$ cat config.mk
export PLATFORM = sky130hd
export DESIGN_NAME = acur_ctrl
export DESIGN_NICKNAME = d
export VERILOG_FILES = /design/src/hdl/acur_pkg.sv /design/src/hdl/acur_ctrl.sv
export VERILOG_INCLUDE_DIRS = /design/src /design/src/hdl
export SDC_FILE = /design/constraint.sdc
export NUM_CORES = 1
export LEC_CHECK = 0
export ABC_AREA = 1
export BUFFER_PORTS_ARGS = -buffer_cell sky130_fd_sc_hd__clkbuf_2
export CORE_ASPECT_RATIO = 1.4
export CORE_MARGIN = 1
export CORE_UTILIZATION = 30
export CTS_BUF_LIST = sky130_fd_sc_hd__clkbuf_4 sky130_fd_sc_hd__clkbuf_8
export CTS_CLUSTER_DIAMETER = 50
export DETAILED_ROUTE_END_ITERATION = 12
export GPL_TIMING_DRIVEN = 0
export SLEW_MARGIN = 20
export SYNTH_ARGS = -nofsm -noshare
export SYNTH_HDL_FRONTEND = slang
export SYNTH_SLANG_ARGS = --single-unit
$ cat constraint.sdc
create_clock -name clk -period 1.5 [get_ports clk]
set_input_delay 0.15 -clock clk [delete_from_list [all_inputs] [get_ports clk]]
set_output_delay 0.15 -clock clk [all_outputs]
set_load 0.05 [all_outputs]
$ cat src/hdl/assert_macros.svh
// Assertion helpers for the module that checks its own logic.
`ifndef ASSERT_MACROS_SVH
`define ASSERT_MACROS_SVH

// Same-cycle implication, reset masks the check.
`define ACUR_ASSERT(lbl, prop, msg) \
  lbl: assert property (@(posedge clk) disable iff (!rst_n) prop) else $error(msg);

// Next-cycle implication, reset masks the check.
`define ACUR_ASSERT_NEXT(lbl, pre, post, msg) \
  lbl: assert property (@(posedge clk) disable iff (!rst_n) pre |=> post) else $error(msg);

`endif

$ cat src/hdl/acur_pkg.sv
package acur_pkg;

  localparam int KEY_BYTES   = 16;
  localparam int BLOCK_BYTES = 16;
  localparam int ROUNDS      = 10;
  localparam int KEY_W       = KEY_BYTES * 8;
  localparam int BLOCK_W     = BLOCK_BYTES * 8;

  typedef enum logic [1:0] {
    FN_RESTART = 2'd0,
    FN_BYTE    = 2'd1,
    FN_WORD    = 2'd2,
    FN_UNIFORM = 2'd3
  } func_t;

  typedef enum logic [1:0] {
    RES_WORD = 2'd0,
    RES_HIGH = 2'd1,
    RES_ZERO = 2'd2
  } res_sel_t;

  localparam logic [2:0] CFG_KEY_HIGH   = 3'd0;
  localparam logic [2:0] CFG_KEY_LOW    = 3'd1;
  localparam logic [2:0] CFG_NONCE_HIGH = 3'd2;
  localparam logic [2:0] CFG_NONCE_LOW  = 3'd3;
  localparam logic [2:0] CFG_CLR_TAIL   = 3'd4;

  typedef struct packed {
    logic     latch;
    logic     restart;
    logic     div_start;
    logic     aes_start;
    logic     take_byte;
    logic     word_clear;
    logic     mul;
    logic     load_out;
    res_sel_t res_sel;
  } cmd_t;

  typedef struct packed {
    logic empty;
    logic aes_done;
    logic div_done;
    logic reject;
    logic bound_zero;
  } sts_t;

  localparam logic [7:0] SBOX [256] = '{
    8'h63,8'h7c,8'h77,8'h7b,8'hf2,8'h6b,8'h6f,8'hc5,8'h30,8'h01,8'h67,8'h2b,8'hfe,8'hd7,8'hab,8'h76,
    8'hca,8'h82,8'hc9,8'h7d,8'hfa,8'h59,8'h47,8'hf0,8'had,8'hd4,8'ha2,8'haf,8'h9c,8'ha4,8'h72,8'hc0,
    8'hb7,8'hfd,8'h93,8'h26,8'h36,8'h3f,8'hf7,8'hcc,8'h34,8'ha5,8'he5,8'hf1,8'h71,8'hd8,8'h31,8'h15,
    8'h04,8'hc7,8'h23,8'hc3,8'h18,8'h96,8'h05,8'h9a,8'h07,8'h12,8'h80,8'he2,8'heb,8'h27,8'hb2,8'h75,
    8'h09,8'h83,8'h2c,8'h1a,8'h1b,8'h6e,8'h5a,8'ha0,8'h52,8'h3b,8'hd6,8'hb3,8'h29,8'he3,8'h2f,8'h84,
    8'h53,8'hd1,8'h00,8'hed,8'h20,8'hfc,8'hb1,8'h5b,8'h6a,8'hcb,8'hbe,8'h39,8'h4a,8'h4c,8'h58,8'hcf,
    8'hd0,8'hef,8'haa,8'hfb,8'h43,8'h4d,8'h33,8'h85,8'h45,8'hf9,8'h02,8'h7f,8'h50,8'h3c,8'h9f,8'ha8,
    8'h51,8'ha3,8'h40,8'h8f,8'h92,8'h9d,8'h38,8'hf5,8'hbc,8'hb6,8'hda,8'h21,8'h10,8'hff,8'hf3,8'hd2,
    8'hcd,8'h0c,8'h13,8'hec,8'h5f,8'h97,8'h44,8'h17,8'hc4,8'ha7,8'h7e,8'h3d,8'h64,8'h5d,8'h19,8'h73,
    8'h60,8'h81,8'h4f,8'hdc,8'h22,8'h2a,8'h90,8'h88,8'h46,8'hee,8'hb8,8'h14,8'hde,8'h5e,8'h0b,8'hdb,
    8'he0,8'h32,8'h3a,8'h0a,8'h49,8'h06,8'h24,8'h5c,8'hc2,8'hd3,8'hac,8'h62,8'h91,8'h95,8'he4,8'h79,
    8'he7,8'hc8,8'h37,8'h6d,8'h8d,8'hd5,8'h4e,8'ha9,8'h6c,8'h56,8'hf4,8'hea,8'h65,8'h7a,8'hae,8'h08,
    8'hba,8'h78,8'h25,8'h2e,8'h1c,8'ha6,8'hb4,8'hc6,8'he8,8'hdd,8'h74,8'h1f,8'h4b,8'hbd,8'h8b,8'h8a,
    8'h70,8'h3e,8'hb5,8'h66,8'h48,8'h03,8'hf6,8'h0e,8'h61,8'h35,8'h57,8'hb9,8'h86,8'hc1,8'h1d,8'h9e,
    8'he1,8'hf8,8'h98,8'h11,8'h69,8'hd9,8'h8e,8'h94,8'h9b,8'h1e,8'h87,8'he9,8'hce,8'h55,8'h28,8'hdf,
    8'h8c,8'ha1,8'h89,8'h0d,8'hbf,8'he6,8'h42,8'h68,8'h41,8'h99,8'h2d,8'h0f,8'hb0,8'h54,8'hbb,8'h16
  };

  function automatic logic [7:0] xtime(input logic [7:0] a);
    return {a[6:0], 1'b0} ^ (a[7] ? 8'h1b : 8'h00);
  endfunction

  function automatic logic [7:0] rcon(input logic [3:0] rnd);
    logic [7:0] v;
    case (rnd)
      4'd1:    v = 8'h01;
      4'd2:    v = 8'h02;
      4'd3:    v = 8'h04;
      4'd4:    v = 8'h08;
      4'd5:    v = 8'h10;
      4'd6:    v = 8'h20;
      4'd7:    v = 8'h40;
      4'd8:    v = 8'h80;
      4'd9:    v = 8'h1b;
      4'd10:   v = 8'h36;
      default: v = 8'h00;
    endcase
    return v;
  endfunction

  function automatic logic [KEY_W-1:0] key_next(input logic [KEY_W-1:0] rk,
                                                input logic [7:0] rc);
    logic [31:0] w [4];
    logic [31:0] t;
    for (int i = 0; i < 4; i++) w[i] = rk[KEY_W-1-32*i -: 32];
    t = {SBOX[w[3][23:16]], SBOX[w[3][15:8]], SBOX[w[3][7:0]], SBOX[w[3][31:24]]}
        ^ {rc, 24'h000000};
    w[0] = w[0] ^ t;
    w[1] = w[1] ^ w[0];
    w[2] = w[2] ^ w[1];
    w[3] = w[3] ^ w[2];
    return {w[0], w[1], w[2], w[3]};
  endfunction

  function automatic logic [BLOCK_W-1:0] aes_round(input logic [BLOCK_W-1:0] s,
                                                   input logic [KEY_W-1:0] rk,
                                                   input logic last);
    logic [7:0] b  [16];
    logic [7:0] n  [16];
    logic [7:0] mc [16];
    logic [7:0] t;
    logic [BLOCK_W-1:0] o;
    for (int i = 0; i < 16; i++) b[i] = s[BLOCK_W-1-8*i -: 8];
    // sub bytes and shift rows together
    for (int r = 0; r < 4; r++)
      for (int c = 0; c < 4; c++)
        n[r+4*c] = SBOX[b[r+4*((c+r)&3)]];
    for (int c = 0; c < 4; c++) begin
      t = n[4*c] ^ n[4*c+1] ^ n[4*c+2] ^ n[4*c+3];
      for (int k = 0; k < 4; k++)
        mc[4*c+k] = n[4*c+k] ^ t ^ xtime(n[4*c+k] ^ n[4*c+((k+1)&3)]);
    end
    for (int i = 0; i < 16; i++)
      o[BLOCK_W-1-8*i -: 8] = (last ? n[i] : mc[i]) ^ rk[KEY_W-1-8*i -: 8];
    return o;
  endfunction

endpackage

$ cat src/hdl/acur_ctrl.sv
module acur_ctrl
  import acur_pkg::*;
(
  input  logic       clk,
  input  logic       rst_n,
  input  logic       in_tvalid,
  output logic       in_tready,
  input  logic [1:0] in_func,
  output logic       out_tvalid,
  input  logic       out_tready,
  input  sts_t       sts,
  output cmd_t       cmd
);

`include "assert_macros.svh"

  typedef enum logic [6:0] {
    ST_IDLE = 7'b0000001,
    ST_DIV  = 7'b0000010,
    ST_BYTE = 7'b0000100,
    ST_AES  = 7'b0001000,
    ST_MUL  = 7'b0010000,
    ST_CMP  = 7'b0100000,
    ST_DONE = 7'b1000000
  } state_t;

  state_t   state_r, state_nxt;
  func_t    func_r, func_nxt;
  res_sel_t sel_r, sel_nxt;
  logic [2:0] cnt_r, cnt_nxt;
  logic     out_valid_r, out_valid_nxt;
  logic     accept;

  assign in_tready = (state_r == ST_IDLE);
  assign accept    = in_tvalid && in_tready;

  always_comb begin
    state_nxt     = state_r;
    func_nxt      = func_r;
    sel_nxt       = sel_r;
    cnt_nxt       = cnt_r;
    out_valid_nxt = out_valid_r && !out_tready;
    cmd           = '0;
    cmd.res_sel   = sel_r;
    case (state_r)
      ST_IDLE: begin
        if (accept) begin
          cmd.latch = 1'b1;
          func_nxt  = func_t'(in_func);
          sel_nxt   = RES_WORD;
          case (func_t'(in_func))
            FN_RESTART: cmd.restart = 1'b1;
            FN_BYTE: begin
              cmd.word_clear = 1'b1;
              cnt_nxt        = 3'd1;
              state_nxt      = ST_BYTE;
            end
            FN_WORD: begin
              cmd.word_clear = 1'b1;
              cnt_nxt        = 3'd4;
              state_nxt      = ST_BYTE;
            end
            default: begin
              if (sts.bound_zero) begin
                sel_nxt   = RES_ZERO;
                state_nxt = ST_DONE;
              end else begin
                cmd.div_start = 1'b1;
                state_nxt     = ST_DIV;
              end
            end
          endcase
        end
      end
      ST_DIV: begin
        if (sts.div_done) begin
          cmd.word_clear = 1'b1;
          cnt_nxt        = 3'd4;
          state_nxt      = ST_BYTE;
        end
      end
      ST_BYTE: begin
        if (sts.empty) begin
          cmd.aes_start = 1'b1;
          state_nxt     = ST_AES;
        end else begin
          cmd.take_byte = 1'b1;
          cnt_nxt       = cnt_r - 3'd1;
          if (cnt_r == 3'd1)
            state_nxt = (func_r == FN_UNIFORM) ? ST_MUL : ST_DONE;
        end
      end
      ST_AES: begin
        if (sts.aes_done) state_nxt = ST_BYTE;
      end
      ST_MUL: begin
        cmd.mul   = 1'b1;
        state_nxt = ST_CMP;
      end
      ST_CMP: begin
        // draw again while the low product half falls below the threshold
        if (sts.reject) begin
          cmd.word_clear = 1'b1;
          cnt_nxt        = 3'd4;
          state_nxt      = ST_BYTE;
        end else begin
          sel_nxt   = RES_HIGH;
          state_nxt = ST_DONE;
        end
      end
      ST_DONE: begin
        if (!out_valid_r || out_tready) begin
          cmd.load_out  = 1'b1;
          out_valid_nxt = 1'b1;
          state_nxt     = ST_IDLE;
        end
      end
      default: state_nxt = ST_IDLE;
    endcase
  end

  always_ff @(posedge clk) begin
    if (!rst_n) begin
      state_r     <= ST_IDLE;
      func_r      <= FN_RESTART;
      sel_r       <= RES_WORD;
      cnt_r       <= 3'd0;
      out_valid_r <= 1'b0;
    end else begin
      state_r     <= state_nxt;
      func_r      <= func_nxt;
      sel_r       <= sel_nxt;
      cnt_r       <= cnt_nxt;
      out_valid_r <= out_valid_nxt;
    end
  end

  assign out_tvalid = out_valid_r;

  `ACUR_ASSERT(a_take_nonempty, cmd.take_byte |-> !sts.empty, "byte taken from empty buffer")
  `ACUR_ASSERT(a_aes_done_wait, sts.aes_done |-> (state_r == ST_AES), "refill done while not waiting")
  `ACUR_ASSERT(a_load_free, cmd.load_out |-> (!out_valid_r || out_tready), "result overwritten")
  `ACUR_ASSERT_NEXT(a_out_set, cmd.load_out, out_valid_r, "loaded result not presented")

endmodule

==> impl_metrics.py <==
metrics = {
    "layout": {
        "num-fill-cells": 378,
        "final_nets": 245,
        "antenna_cells": 0,
        "design_area_um2": 1720,
        "drive_gt1_share_pct": 43.2,
        "stdcell_count": 269,
        "area_growth_pct": 48.3,
        "finish.utilization_pct": 46.8,
        "seqCellArea_um2": 310,
        "multiInputGateArea_um2": 877,
    },
    "floorplan": {
        "die_y_um": 75.6,
        "die_w_um": 54.6,
        "num_rows": 26,
        "io_pins": 23,
        "initial_core_util_pct": 31.6,
        "dieArea_um2": 4130,
        "coreArea_um2": 3680,
    },
    "detailed_routing": {
        "ant_nets": 0,
        "drt_wl_total_mm": 3.16,
        "first_pass_iters": 4,
        "route.vias.total": 1294,
        "drc_errors": 0,
        "viasPerCell": 4.81,
        "drtIter0Drc": 31,
        "wire_per_inst_um": 11.7,
    },
    "synth": {
        "synth_area_um2": 1160,
        "synth_edf_count": 0,
        "avgSynthCellArea_um2": 6.18,
        "synth_fp_nets": 205,
        "synth_cell_types": 22,
        "yosys.area.top_type": "dfxtp_1",
        "synthTopCellsByCount": "40 x nand2_1, 31 x nor2_1, 25 x inv_1",
        "yosys-top-cells-area": "dfxtp_1 26%, nand2_1 13%, nor2_1 10%",
        "synth_most_common_cell": "nand2_1",
        "synth_top_cell_area_share_pct": 25.9,
        "ys_warn_count": 0,
        "synth-main-ff-cell": "dfxtp_1",
        "async_flop_share_pct": 0,
        "syn-instance-count": 188,
        "seq_area_frac_synth_pct": 25.9,
        "synth_seq_cells": 15,
    },
    "run_status": {
        "violations": "setup timing",
        "outcome": "complete, but fails checks",
    },
    "sta": {
        "finalHoldViolCount": 0,
        "timing.fmax_ghz": 0.643,
        "setup_viol": 7,
        "final_max_slew_viol_count": 0,
        "slew_headroom_pct": 81.7,
        "fin_crit_sh_pct": 104,
        "final.min_clock_period_ps": 1560,
        "rsz0062_at_grt": "true",
        "worstMarginPinSlew_ps": 276,
        "finalClockSkew_ps": 2.75,
        "whs_ps": 158,
        "layout_setup_ws_ps": -56.0,
    },
    "placed_design": {
        "hpwl_mm": 2.38,
        "numPortBuffers": 22,
        "gp_congestion": 0.837,
        "dp_cells": 252,
        "placed_area_um2": 1400,
    },
    "clock_network": {
        "cts_buffers": 3,
        "cts_tree": "built",
        "cts.path.max_buffers": 2,
        "clk_pin_slew_ps": 70,
        "clk_latency_ps": 250,
        "cts_root_buf": "clkbuf_8",
        "numClockSinks": 15,
        "cts-htree-levels": 1,
    },
    "worst_setup_path": {
        "worstPathRequired_ps": 1350,
        "path_class": "reg2out",
        "cp-start-kind": "flip-flop",
        "endpoint_kind": "output port",
        "crit_arrival_ps": 1410,
        "cp_max_fo": 3,
    },
    "global_route": {
        "grt_pass1_wl_mm": 5.11,
        "track_usage_pct": 17.4,
        "first_global_vias": 1198,
        "antenna_found_initial": 0,
        "grt-ovfl-total": 0,
        "grt_max_degree": 11,
    },
    "hold_path": {
        "min_path_type": "in2reg",
    },
    "power_and_ir_drop": {
        "powerDensity_nw_per_um2": 1850,
        "ir_drop_v": 0.00135,
        "leakagePower_nw": 0.892,
    },
    "run": {
        "maxCapViolations": 0,
    },
}
-- registers in the layout, indices dropped and copies added, names as in the netlist --
signal / count
cnt_r: 3
state_r: 7
func_r: 2
out_tvalid: 1
sel_r: 2
-- per-layer routing --
metal | routed length (um) | GRT usage (%)
met5 | 0 | 0
met1 | 1320 | 20.2
met4 | 53 | 7.12
met3 | 125 | 2.20
met2 | 1650 | 30.9
-- metrics by stage --
| step | setup TNS (ps) | setup slack [ps] | power (mW) |
|---|---|---|---|
| after global placement | 0 | 16.7 | 2.32 |
| final | -231 | -56.0 | 3.18 |
| after detailed placement | 0 | 19.0 | 2.34 |
| after CTS | -268 | -88.3 | 2.96 |
| after global routing | -1100 | -135 | 3.43 |
| after floorplan | -170 | -139 | 2.01 |
-- power by group --
part	internal (mW)	switching [mW]	total, mW	leakage [nW]
clock network	0.184	0.154	0.338	0.0255
registers	0.517	0.0968	0.614	0.126
logic	0.863	1.37	2.23	0.741
total	1.56	1.62	3.18	0.892
-- cells in the final DEF, fill, tap and decap left out, types with 7 or more instances in the layout --
cell / n
nor2_4: 13
clkbuf_2: 13
nand2_2: 9
nand2_1: 34
buf_4: 12
nor2_1: 26
inv_2: 7
nand3_1: 12
inv_1: 23
a21oi_1: 7
dfxtp_1: 9
nand2_4: 7
-- worst max-delay path: stages, from the launching register on --
cell and delay (ps):
dfxtp_2 340, nor2_4 130, nand3_2 90, nor2_4 160
nand2_4 100, inv_8 60, nand2_4 40, nor2_4 90
buf_8 150
-- worst paths after layout --
path | depth (start not counted) | startpoint | slack, ps | to
worst min register to register | 2 | sel_r[0] | 460 | sel_r[0]
worst min-delay path | 3 | rst_n | 160 | func_r[0]
worst max-delay path | 8 | state_r[3] | -60 | cmd[7]
worst max register to register | 11 | state_r[6] | 50 | state_r[1]
-- cell families after synthesis --
family                   share of synthesized area [%]
XOR/XNOR                                         0.754
flip-flops                                        25.9
AO/OA/AOI/OAI                                     6.14
buffers and inverters                             11.1
AND/OR/NAND/NOR                                   49.7
adder cells (fa/ha/maj)                           6.47
-- what timing repair did --
item                       4_1_cts  5_1_grt
buffers inserted                 9        4
pin swaps                       12        6
gates resized for setup         31       22
hold buffers                     0        0
setup endpoints to repair        8       17
-- final cells by class --
type | count | share of cell area (%)
Timing Repair Buffer | 35 | 17.1
Buffer | 1 | 0.291
Sequential cell | 15 | 18.0
Tap cell | 42 | 3.05
Clock inverter | 1 | 0.291
Multi-Input combinational cell | 139 | 50.9
Inverter | 33 | 7.92
Clock buffer | 3 | 2.40
No activity file was read; power rests on OpenSTA's default activity.
